[src/rtl/tce_pkg.sv]
`default_nettype none
// ----------------------------------------------------------------------------
// tce_pkg: shared definitions of the text console engine
// field widths, operation and character codes, sweep modes and the
// command and status groups between controller and datapath
// ----------------------------------------------------------------------------
package tce_pkg;

  localparam int COLS_DEF = 80;
  localparam int ROWS_DEF = 25;

  localparam int OP_W   = 3;
  localparam int CH_W   = 8;
  localparam int ATTR_W = 8;
  localparam int ROW_W  = 5;
  localparam int COL_W  = 7;
  localparam int CELL_W = 16;

  localparam int TAB_STEP = 4;

  localparam logic [OP_W-1:0] OP_WRITE     = 3'd0;
  localparam logic [OP_W-1:0] OP_CLEAR     = 3'd1;
  localparam logic [OP_W-1:0] OP_FILL      = 3'd2;
  localparam logic [OP_W-1:0] OP_SCROLL_DN = 3'd3;
  localparam logic [OP_W-1:0] OP_SET_ATTR  = 3'd4;
  localparam logic [OP_W-1:0] OP_READ      = 3'd5;

  localparam logic [CH_W-1:0] CH_BS    = 8'd8;
  localparam logic [CH_W-1:0] CH_TAB   = 8'd9;
  localparam logic [CH_W-1:0] CH_NL    = 8'd10;
  localparam logic [CH_W-1:0] CH_CR    = 8'd13;
  localparam logic [CH_W-1:0] CH_SPACE = 8'd32;

  localparam logic [ATTR_W-1:0] ATTR_RST = 8'd15;

  typedef enum logic [2:0] {
    SWM_ZERO,
    SWM_BLANK,
    SWM_FILL,
    SWM_UP,
    SWM_DOWN
  } sweep_mode_e;

  typedef struct packed {
    logic        latch;
    logic        sweep_start;
    sweep_mode_e sweep_mode;
    logic        sweep_step;
    logic        put;
    logic        put_blank;
    logic        col_clr;
    logic        col_inc;
    logic        col_dec;
    logic        col_last;
    logic        row_clr;
    logic        row_inc;
    logic        row_dec;
    logic        attr_set;
    logic        attr_dflt;
    logic        tab_load;
    logic        val_load;
    logic        out_load;
  } tce_cmd_t;

  typedef struct packed {
    logic [OP_W-1:0] op;
    logic            is_nl;
    logic            is_cr;
    logic            is_bs;
    logic            is_tab;
    logic            col_zero;
    logic            col_full;
    logic            row_zero;
    logic            row_last;
    logic            tab_more;
    logic            sweep_last;
    logic            wr_busy;
    logic            out_free;
  } tce_sts_t;

endpackage
`default_nettype wire

[src/rtl/tce_ctrl.sv]
`default_nettype none
// ----------------------------------------------------------------------------
// tce_ctrl: controller of the text console engine
// sequences each operation as cell puts, memory sweeps and cursor moves
// ----------------------------------------------------------------------------
module tce_ctrl import tce_pkg::*; (
  input  wire      clk_i,
  input  wire      rst_ni,
  input  wire      in_valid_i,
  output logic     in_ready_o,
  input  tce_sts_t sts_i,
  output tce_cmd_t cmd_o
);

  localparam logic [3:0] S_IDLE    = 4'd0;
  localparam logic [3:0] S_INIT    = 4'd1;
  localparam logic [3:0] S_DECODE  = 4'd2;
  localparam logic [3:0] S_NL      = 4'd3;
  localparam logic [3:0] S_NL_END  = 4'd4;
  localparam logic [3:0] S_SWEEP   = 4'd5;
  localparam logic [3:0] S_FLUSH   = 4'd6;
  localparam logic [3:0] S_BS      = 4'd7;
  localparam logic [3:0] S_BS_PUT  = 4'd8;
  localparam logic [3:0] S_PUT     = 4'd9;
  localparam logic [3:0] S_TAB_SET = 4'd10;
  localparam logic [3:0] S_TAB     = 4'd11;
  localparam logic [3:0] S_READ    = 4'd12;
  localparam logic [3:0] S_DONE    = 4'd13;

  logic [3:0] state_q, state_d;
  logic       init_q, init_d;

  assign in_ready_o = (state_q == S_IDLE);

  always_comb begin
    cmd_o   = '0;
    state_d = state_q;
    init_d  = init_q;
    unique case (state_q)
      S_IDLE: begin
        if (in_valid_i) begin
          cmd_o.latch = 1'b1;
          state_d     = S_DECODE;
        end
      end
      S_INIT: begin
        cmd_o.sweep_start = 1'b1;
        cmd_o.sweep_mode  = SWM_ZERO;
        state_d           = S_SWEEP;
      end
      S_DECODE: begin
        unique case (sts_i.op)
          OP_WRITE: begin
            if (sts_i.is_nl) begin
              state_d = S_NL;
            end else if (sts_i.is_cr) begin
              cmd_o.col_clr = 1'b1;
              state_d       = S_DONE;
            end else if (sts_i.is_bs) begin
              state_d = (sts_i.col_zero && sts_i.row_zero) ? S_DONE : S_BS;
            end else if (sts_i.col_full) begin
              state_d = S_NL;
            end else begin
              state_d = sts_i.is_tab ? S_TAB_SET : S_PUT;
            end
          end
          OP_CLEAR: begin
            cmd_o.row_clr     = 1'b1;
            cmd_o.col_clr     = 1'b1;
            cmd_o.attr_dflt   = 1'b1;
            cmd_o.sweep_start = 1'b1;
            cmd_o.sweep_mode  = SWM_BLANK;
            state_d           = S_SWEEP;
          end
          OP_FILL: begin
            cmd_o.sweep_start = 1'b1;
            cmd_o.sweep_mode  = SWM_FILL;
            state_d           = S_SWEEP;
          end
          OP_SCROLL_DN: begin
            cmd_o.sweep_start = 1'b1;
            cmd_o.sweep_mode  = SWM_DOWN;
            state_d           = S_SWEEP;
          end
          OP_SET_ATTR: begin
            cmd_o.attr_set = 1'b1;
            state_d        = S_DONE;
          end
          OP_READ: begin
            state_d = S_READ;
          end
          default: begin
            state_d = S_DONE;
          end
        endcase
      end
      S_NL: begin
        if (sts_i.row_last) begin
          cmd_o.sweep_start = 1'b1;
          cmd_o.sweep_mode  = SWM_UP;
          state_d           = S_SWEEP;
        end else begin
          cmd_o.row_inc = 1'b1;
          state_d       = S_NL_END;
        end
      end
      S_NL_END: begin
        cmd_o.col_clr = 1'b1;
        if (sts_i.is_nl) begin
          state_d = S_DONE;
        end else begin
          state_d = sts_i.is_tab ? S_TAB_SET : S_PUT;
        end
      end
      S_SWEEP: begin
        cmd_o.sweep_step = 1'b1;
        if (sts_i.sweep_last) begin
          state_d = S_FLUSH;
        end
      end
      S_FLUSH: begin
        // last sweep write lands in this cycle
        if (init_q) begin
          init_d  = 1'b0;
          state_d = S_IDLE;
        end else if (sts_i.op == OP_WRITE) begin
          state_d = S_NL_END;
        end else begin
          state_d = S_DONE;
        end
      end
      S_BS: begin
        if (sts_i.col_zero) begin
          cmd_o.row_dec  = 1'b1;
          cmd_o.col_last = 1'b1;
        end else begin
          cmd_o.col_dec = 1'b1;
        end
        state_d = S_BS_PUT;
      end
      S_BS_PUT: begin
        cmd_o.put       = 1'b1;
        cmd_o.put_blank = 1'b1;
        state_d         = S_DONE;
      end
      S_PUT: begin
        cmd_o.put     = 1'b1;
        cmd_o.col_inc = 1'b1;
        state_d       = S_DONE;
      end
      S_TAB_SET: begin
        cmd_o.tab_load = 1'b1;
        state_d        = S_TAB;
      end
      S_TAB: begin
        if (sts_i.tab_more) begin
          cmd_o.put       = 1'b1;
          cmd_o.put_blank = 1'b1;
          cmd_o.col_inc   = 1'b1;
        end else begin
          state_d = S_DONE;
        end
      end
      S_READ: begin
        cmd_o.val_load = 1'b1;
        state_d        = S_DONE;
      end
      S_DONE: begin
        if (sts_i.out_free) begin
          cmd_o.out_load = 1'b1;
          state_d        = S_IDLE;
        end
      end
      default: begin
        state_d = S_IDLE;
      end
    endcase
  end

  always_ff @(posedge clk_i or negedge rst_ni) begin
    if (!rst_ni) begin
      state_q <= S_INIT;
      init_q  <= 1'b1;
    end else begin
      state_q <= state_d;
      init_q  <= init_d;
    end
  end

endmodule
`default_nettype wire

[config.mk]
export PLATFORM = sky130hd
export DESIGN_NAME = tce_ctrl
export DESIGN_NICKNAME = d
export VERILOG_FILES = /design/src/rtl/tce_pkg.sv /design/src/rtl/tce_ctrl.sv
export SDC_FILE = /design/constraint.sdc
export NUM_CORES = 1
export LEC_CHECK = 0
export BUFFER_PORTS_ARGS = -buffer_cell sky130_fd_sc_hd__buf_2
export CORE_MARGIN = 5
export CORE_UTILIZATION = 40
export DETAILED_ROUTE_END_ITERATION = 6
export PLACE_DENSITY = 0.74
export SLEW_MARGIN = 20
export SYNTH_ARGS = -nofsm -noshare
export SYNTH_HDL_FRONTEND = slang
export SYNTH_SLANG_ARGS = --single-unit
[constraint.sdc]
create_clock -name clk_i -period 1.5 [get_ports clk_i]
set_input_delay 0.3 -clock clk_i [delete_from_list [all_inputs] [get_ports clk_i]]
set_output_delay 0.3 -clock clk_i [all_outputs]
set_load 0.1 [all_outputs]
==> implementation parameters, run 1 <==
Parameter                              Value

Place
  Weighted congestion at the end of routability-driven global placement ... 0.921
  HPWL reported at the end of detailed placement ... 2760 um
  Count of input and output buffers ... 37

Run status
  Error message ... [ERROR DPL-0038] Utilization greater than 100%, impossible to legalize
  Outcome ... stopped before the end
  Halt Stage ... global routing

Die
  Effective utilization at floorplan ... 0.407
  Die extent in x ... 54.0 um
  Number of cell rows ... 16
  I/O pin count ... 39
  Die H ... 54.0 um

Synth
  Number of synthesized register bits ... 5
  Number of standard cells after synthesis ... 106
  Area share of and/or/nand/nor cells after synthesis ... 0.502
  Synthesized area per cell ... 7.29 um^2
  Count of different cell masters after synthesis ... 43
  Combinational family with the most area after synthesis ... simple AND/OR/NAND/NOR gates
  Fraction of the mapped netlist area in compound gates ... 0.238
  Portion of netlist area occupied by mux cells ... 0
  Fraction of registers with async set/reset ... 1.00
  YS warnings ... 0
  Combined area of all synthesized cells ... 773 um^2
  Post-Synth Adder-Cell Area ... 0
  Most used flip-flop cell after synthesis ... dfrtp_1
  Number of flops mapped to enable cells by yosys ... 0
  XOR/XNOR Fraction of Synth Area ... 0
  Number of nets produced by synthesis ... 124
  Sequential fraction of the synthesis area ... 0.165

GRT
  Maximum number of pins on one net before global-route repair ... 21

STA
  WEP type ... output port
  Worst setup endpoint GRT ... cmd_o[18]

Clocking
  Clock tree root driver cell ... clkbuf_4
  CTS max path bufs ... 2
  Clock sink count ... 5
  CTS H-tree lvls ... 1
  Number of CTS-inserted buffers ... 3
==> through the flow <==
stage                util  instance area (um^2)  worst slack (ps)  hold WS [ps]  cells
global placement    0.854                  1620              -272           111    184
floorplan               -                  1030              -792          4.41    106
CTS                 0.951                  1810              -587           393    195
detailed placement  0.854                  1620              -373           116    184
==> timing repair <==
| item | CTS |
|---|---|
| pin swaps | 10 |
| setup buffers | 6 |
| gates resized for setup | 25 |
| setup endpoints to repair | 25 |
| hold buffers | 1 |
| endpoints found under the hold margin | 3 |
| cloned | 0 |
==> cells by family after synthesis <==
family / after synthesis
AOI/OAI and AO/OA: 25
buffers and inverters: 13
DFF: 5
and+or+nand+nor: 63
==> cell usage after synthesis, drive strengths merged (2+ instances only) <==
master   number  area share
a21oi         4       0.026
a31oi         2       0.016
and3          5       0.040
and3b         4       0.045
buf           8       0.071
clkbuf        2      0.0097
dfrtp         3       0.097
dfstp         2       0.068
inv           3       0.015
nand2         8       0.039
nand2b        7       0.057
nand3         7       0.045
nor2         11       0.057
nor2b         2       0.016
nor3          6       0.039
nor4          3       0.024
o2111ai       2       0.023
o211ai        3       0.036
o21a          2       0.019
o21ai         4       0.031
==> inputs of run 2 (changes only) <==
Settings changed: CORE_AREA set to 5 5 66 68, CORE_MARGIN 5 to not set, CORE_UTILIZATION 40 to not set, DIE_AREA set to 0 0 71 73, PLACE_DENSITY 0.74 to not set, PLACE_DENSITY_LB_ADDON set to 0.15.
Clock period 1.5 ns to 2 ns, I/O delays scaled along.
==> run 2 against run 1 <==
  * The flow now finishes, with violations (setup timing)
  * Synthesized cell count unchanged
  * Synthesized area unchanged
==> implementation parameters, run 2 <==
Parameter                              Value

Critical path
  Endpoint of the worst-slack reg-to-reg timing path ... state_q[3]
  Worst Path Required ... 1600 ps
  Startpoint of the worst-slack reg-to-reg timing path ... state_q[2]
  Crit path launch type ... flop
  Data arrival at the endpoint of the critical path ... 1700 ps
  Path depth of the worst reg2reg path ... 8
  Reg2Reg Setup Slack ... 280 ps
  Endpoint class of the critical path ... output pin
  Largest fanout on the critical path ... 3
  Category of the most critical setup path ... reg2out

Synth
  Synthesized area per cell ... 7.29 um^2
  Number of flops mapped to enable cells by yosys ... 0
  Count of different cell masters after synthesis ... 43
  Number of standard cells after synthesis ... 106
  Number of nets produced by synthesis ... 124
  Cell type contributing the most total cell area after synthesis ... dfrtp_1
  Area contributors post-synth ... dfrtp_1 9.7%, dfstp_2 6.8%, buf_4 5.8%
  Combined area of all synthesized cells ... 773 um^2
  Most frequently used cell type in the post-synthesis netlist ... nor2_1
  Number of synthesized register bits ... 5
  Most used flip-flop cell after synthesis ... dfrtp_1
  Sequential fraction of the synthesis area ... 0.165
  Fraction of registers with async set/reset ... 1.00
  Leading cell types by count after synthesis ... 10 x nor2_1, 8 x nand2_1, 7 x nand2b_1, 7 x nand3_1
  YS warnings ... 0
  Portion of synthesized cell area occupied by the leading cell type ... 0.0971

Clocking
  Clock latency on the worst-skew pair ... 220 ps
  Clock sink count ... 5
  Clk pin slew, worst setup/hold paths ... 30 ps
  Clock tree root driver cell ... clkbuf_8
  TritonCTS clock tree ... yes
  CTS H-tree lvls ... 1
  CTS max path bufs ... 2
  Number of CTS-inserted buffers ... 3

Place
  Pre-CTS worst setup slack ... 94.8 ps
  Weighted congestion at the end of routability-driven global placement ... 0.758
  HPWL reported at the end of detailed placement ... 2360 um
  Placed Cells ... 194
  Count of input and output buffers ... 37

STA
  Max Clock Skew ... 3.03 ps
  Final Hold Fails ... 0
  Worst hold slack ... 476 ps
  Number of slew-limit violations in the final report ... 0
  Final critical-path setup slack ... -103 ps
  Ratio of final minimum period to clock period ... 1.05
  Achievable frequency ... 0.475 GHz
  Relative slew margins ... 0.759
  Count of endpoints failing setup in the final report ... 4
  Clock period minus final worst setup slack ... 2100 ps
  Worst Tran Pin Value ... 358 ps
  RSZ-0062 raised after global routing ... yes

Final layout
  Layout overhead on the synthesized area ... 117%
  Final Non-Filler Cells ... 205
  Footprint of the multi-input gates ... 782 um^2
  Most common cell after layout, fill and taps aside ... buf_12
  Leading registers by flop count ... state_q x4, init_q x1
  Fraction of layout instances using a drive strength above 1 ... 0.574
  Fin nets ... 174
  Filler Cells Inserted ... 406
  Number of antenna diodes ... 0
  Top library cells by usage in the layout, fill and taps aside ... 21 x buf_12, 16 x buf_2, 15 x buf_4, 7 x nand3_1
  Register containing the most flip-flops in the final layout ... state_q
  Sequential cell area in the final layout ... 128 um^2
  Max FFs per register ... 4

Die
  Die H ... 73 um
  Number of cell rows ... 23
  I/O pin count ... 39
  Core Footprint ... 3800 um^2
  Die extent in x ... 71 um
  Effective utilization at floorplan ... 0.204
  Overall die area ... 5180 um^2

GRT
  Total overflow reported by the global router ... 0
  Total Routing Usage GR ... 0.115
  Number of global-route vias before repair ... 1026
  Maximum number of pins on one net before global-route repair ... 21
  Antenna violations before repair ... 0
  Wire length of the first global-routing pass ... 4910 um

Power
  Max IR drop VDD ... 0.566 mV
  Total power ... 0.00256 W
  Cell Pwr Density ... 1530 nW/um^2
  Leakage power figure ... 0.648 nW

Run status
  Violations in the final reports ... setup timing
  Outcome ... finished with violations

Routing
  Post-route antenna net violation count ... 0
  Routed length per placed instance ... 14.3 um
  Wire length after detailed routing ... 2940 um
  Via-per-instance ratio ... 4.92
  Drt initial violations ... 65
  Total via count in the routed design ... 1009
  Post-route DRC ... 0
  Router iterations before antenna repair ... 4

Worst hold path
  Depth of the worst hold-timing path ... 1
  Endpoint of the worst hold path ... init_q
  Source of the worst hold timing path ... init_q
  Path category of the worst min-delay check ... reg2reg

Flow run
  Max-Cap Viols ... 0
run 2: cells by family after synthesis:
kind of cell	count (synthesis)	synth area share
AOI/OAI and AO/OA	25	0.238
and+or+nand+nor	63	0.502
buffers and inverters	13	0.0955
DFF	5	0.165
run 2: per-stage QoR:
| stage | instance area, um^2 | setup TNS, ps | utilization |
|---|---|---|---|
| floorplan | 1010 | -1770 | - |
| global placement | 1550 | 0 | 0.408 |
| detailed placement | 1550 | 0 | 0.408 |
| CTS | 1660 | -310 | 0.437 |
| global route | 1680 | -859 | 0.441 |
| finish | 1680 | -304 | 0.441 |
run 2: how the worst max path moves through the flow:
stage	startpoint	end	slack [ps]	cells after the start
after global routing	state_q[2]	cmd_o[16]	-150	5
after detailed placement	state_q[2]	cmd_o[16]	90	5
after global placement	state_q[2]	cmd_o[16]	100	5
after CTS	state_q[2]	cmd_o[16]	-110	5
after floorplan	state_q[0]	cmd_o[8]	-390	5
final	state_q[0]	cmd_o[16]	-100	5
run 2: worst max-delay path, stage by stage, from the launching register on:
cell     delay [ps]
dfstp_2         360
or4b_4          590
nor2_4          120
nand2_2          70
o21ai_4         140
buf_12          190
run 2: report_power, final:
| group | switching [W] | internal [W] |
|---|---|---|
| registers | 0.0000234 | 0.000153 |
| clock network | 0.0000508 | 0.000137 |
| logic | 0.00141 | 0.000791 |
run 2: cell type report:
class,count,area share
multi-input cells,88,0.466
repair buffers,55,0.385
flip-flops and latches,5,0.0761
well taps,50,0.0373
clock buffers,4,0.0269
inverters,3,0.00821
run 2: what timing repair did:
| item | CTS | global route |
|---|---|---|
| endpoints found under the hold margin | 3 | 0 |
| pin swaps | 7 | 3 |
| hold buffers | 1 | 0 |
| buffers inserted | 5 | 1 |
| endpoints found under the setup margin | 11 | 14 |
| resized for setup | 5 | 3 |
run 2: layer usage:
| layer | part of all wire | routed length [um] | global-route usage |
|---|---|---|---|
| met5 | 0 | 0 | 0 |
| met4 | 0.0034 | 10 | 0.0125 |
| met3 | 0.059 | 173 | 0.0372 |
| met2 | 0.50 | 1480 | 0.198 |
| met1 | 0.43 | 1270 | 0.145 |
(Power assumes the default switching activity.)
==> inputs of run 3 (changes only) <==
Settings changed: CELL_PAD_IN_SITES_DETAIL_PLACEMENT set to 2, CELL_PAD_IN_SITES_GLOBAL_PLACEMENT set to 2.
==> run 3 against run 2 <==
  * The run still ends with setup timing left
  * Cell area grew 3.1%
  * Clock-buffer cell count is the same
  * Setup slack worse by 1.9 ps
==> implementation parameters, run 3 (synthesized netlist as in run 2, its figures left out) <==
Parameter                              Value

Critical path
  Start point of the critical path ... state_q[0]
  Path depth of the worst reg2reg path ... 7
  Startpoint of the worst-slack reg-to-reg timing path ... state_q[3]
  Endpoint class of the critical path ... output pin
  Reg2Reg Setup Slack ... 290 ps
  Endpoint of the worst setup timing path ... cmd_o[16]
  Endpoint of the worst-slack reg-to-reg timing path ... state_q[1]
  Category of the most critical setup path ... reg2out
  Data arrival at the endpoint of the critical path ... 1710 ps
  Largest fanout on the critical path ... 3
  Crit path launch type ... flop
  Worst Path Required ... 1600 ps

STA
  Worst Tran Pin Value ... 421 ps
  Total Negative Setup Slacks ... -213 ps
  Achievable frequency ... 0.475 GHz
  Count of endpoints failing setup in the final report ... 4
  Relative slew margins ... 0.717
  Final critical-path setup slack ... -105 ps
  Worst hold slack ... 473 ps
  Ratio of final minimum period to clock period ... 1.05
  Number of slew-limit violations in the final report ... 0
  Final Hold Fails ... 0
  RSZ-0062 raised after global routing ... yes
  Max Clock Skew ... 0.483 ps
  Clock period minus final worst setup slack ... 2110 ps

Die
  Number of cell rows ... 23
  Overall die area ... 5180 um^2
  Die extent in x ... 71 um
  Effective utilization at floorplan ... 0.204
  Core Footprint ... 3800 um^2
  Die H ... 73 um
  I/O pin count ... 39

Place
  Cell area after placement ... 1580 um^2
  HPWL reported at the end of detailed placement ... 2830 um
  Pre-CTS worst setup slack ... 57.6 ps
  Weighted congestion at the end of routability-driven global placement ... 0.840
  Placed Cells ... 195
  Count of input and output buffers ... 37

Final layout
  Max FFs per register ... 4
  Post-route cell area ... 1730 um^2
  Fin nets ... 178
  Filler Cells Inserted ... 426
  Layout overhead on the synthesized area ... 123%
  Number of antenna diodes ... 0
  Register containing the most flip-flops in the final layout ... state_q
  Top library cells by usage in the layout, fill and taps aside ... 22 x buf_12, 17 x buf_4, 16 x buf_2, 7 x nand3_1, 6 x nand2_1
  Fraction of layout instances using a drive strength above 1 ... 0.591
  Final Non-Filler Cells ... 209
  Most common cell after layout, fill and taps aside ... buf_12
  Leading registers by flop count ... state_q x4, init_q x1

Routing
  Wire length after detailed routing ... 3550 um
  Length of routed wiring on met1 ... 1430 um
  Wire length on met3 ... 153 um
  Drt initial violations ... 33
  Routed met2 length ... 1970 um
  Via-per-instance ratio ... 5.07
  Total via count in the routed design ... 1059
  Routed length per placed instance ... 17.0 um
  Post-route antenna net violation count ... 0
  Router iterations before antenna repair ... 4
  Highest routed layer ... met3
  Post-route DRC ... 0

Clocking
  CTS max path bufs ... 2
  Number of CTS-inserted buffers ... 3
  CTS H-tree lvls ... 1
  TritonCTS clock tree ... yes
  Clock tree root driver cell ... clkbuf_8
  Clk pin slew, worst setup/hold paths ... 30 ps
  Clock sink count ... 5
  Clock latency on the worst-skew pair ... 220 ps

Run status
  Violations in the final reports ... setup timing
  Outcome ... finished with violations

Flow run
  Max-Cap Viols ... 0

GRT
  Antenna violations before repair ... 0
  Maximum number of pins on one net before global-route repair ... 21
  Number of global-route vias before repair ... 1094
  Wire length of the first global-routing pass ... 5500 um
  Total Routing Usage GR ... 0.133
  Total overflow reported by the global router ... 0

Worst hold path
  Path category of the worst min-delay check ... reg2reg

Power
  Cell Pwr Density ... 1590 nW/um^2
  Max IR drop VDD ... 0.732 mV
  Leakage power figure ... 0.668 nW
[run 3: cell types whose count changed in the layout (fill, tap and decap cells not counted), sizes merged]
cell	before	now
buf	54	58
[run 3: worst min-delay path by stage]
stage,depth (start not counted),slack (ps),start,endpoint
final,1,470,init_q,init_q
after global routing,1,480,init_q,init_q
after CTS,1,470,init_q,init_q
after detailed placement,1,210,rst_ni,state_q[3]
after global placement,1,210,rst_ni,state_q[3]
after floorplan,0,100,rst_ni,state_q[1]
[run 3: final cells by class]
type | count | area (um^2) | area share
clock buffers | 4 | 45.0 | 0.0261
multi-input cells | 88 | 783 | 0.453
inverters | 3 | 13.8 | 0.00797
repair buffers | 59 | 696 | 0.403
flip-flops and latches | 5 | 128 | 0.0739
well taps | 50 | 62.6 | 0.0362
[run 3: critical path, cell delays in order, from the launching register on]
cell and delay, ps:
dfstp_2 370, or4b_4 580, nor2_4 120, nand2_2 70, o21ai_4 150, buf_12 190
[run 3: stage by stage]
step / utilization / power (W)
finish: 0.455 / 0.00275
CTS: 0.436 / 0.00262
detailed placement: 0.416 / 0.00242
global placement: 0.416 / 0.00238
floorplan: - / 0.00176
global route: 0.455 / 0.00289
[run 3: layer usage]
| metal | vias up | GRT usage |
|---|---|---|
| met5 | - | 0 |
| li1 | 510 | - |
| met3 | 0 | 0.0152 |
| met1 | 520 | 0.161 |
| met2 | 29 | 0.251 |
| met4 | 0 | 0.0251 |
[run 3: power by group]
part           internal [W]  switching, W
clock              0.000136     0.0000445
sequential         0.000154     0.0000302
combinational      0.000905       0.00148
[run 3: timing repair]
action | 4_1_cts | 5_1_grt
pin swaps | 6 | 3
setup buffers | 3 | 7
hold endpoints to repair | 3 | 0
hold buffers | 1 | 0
setup endpoints to repair | 9 | 15
resized for setup | 5 | 6
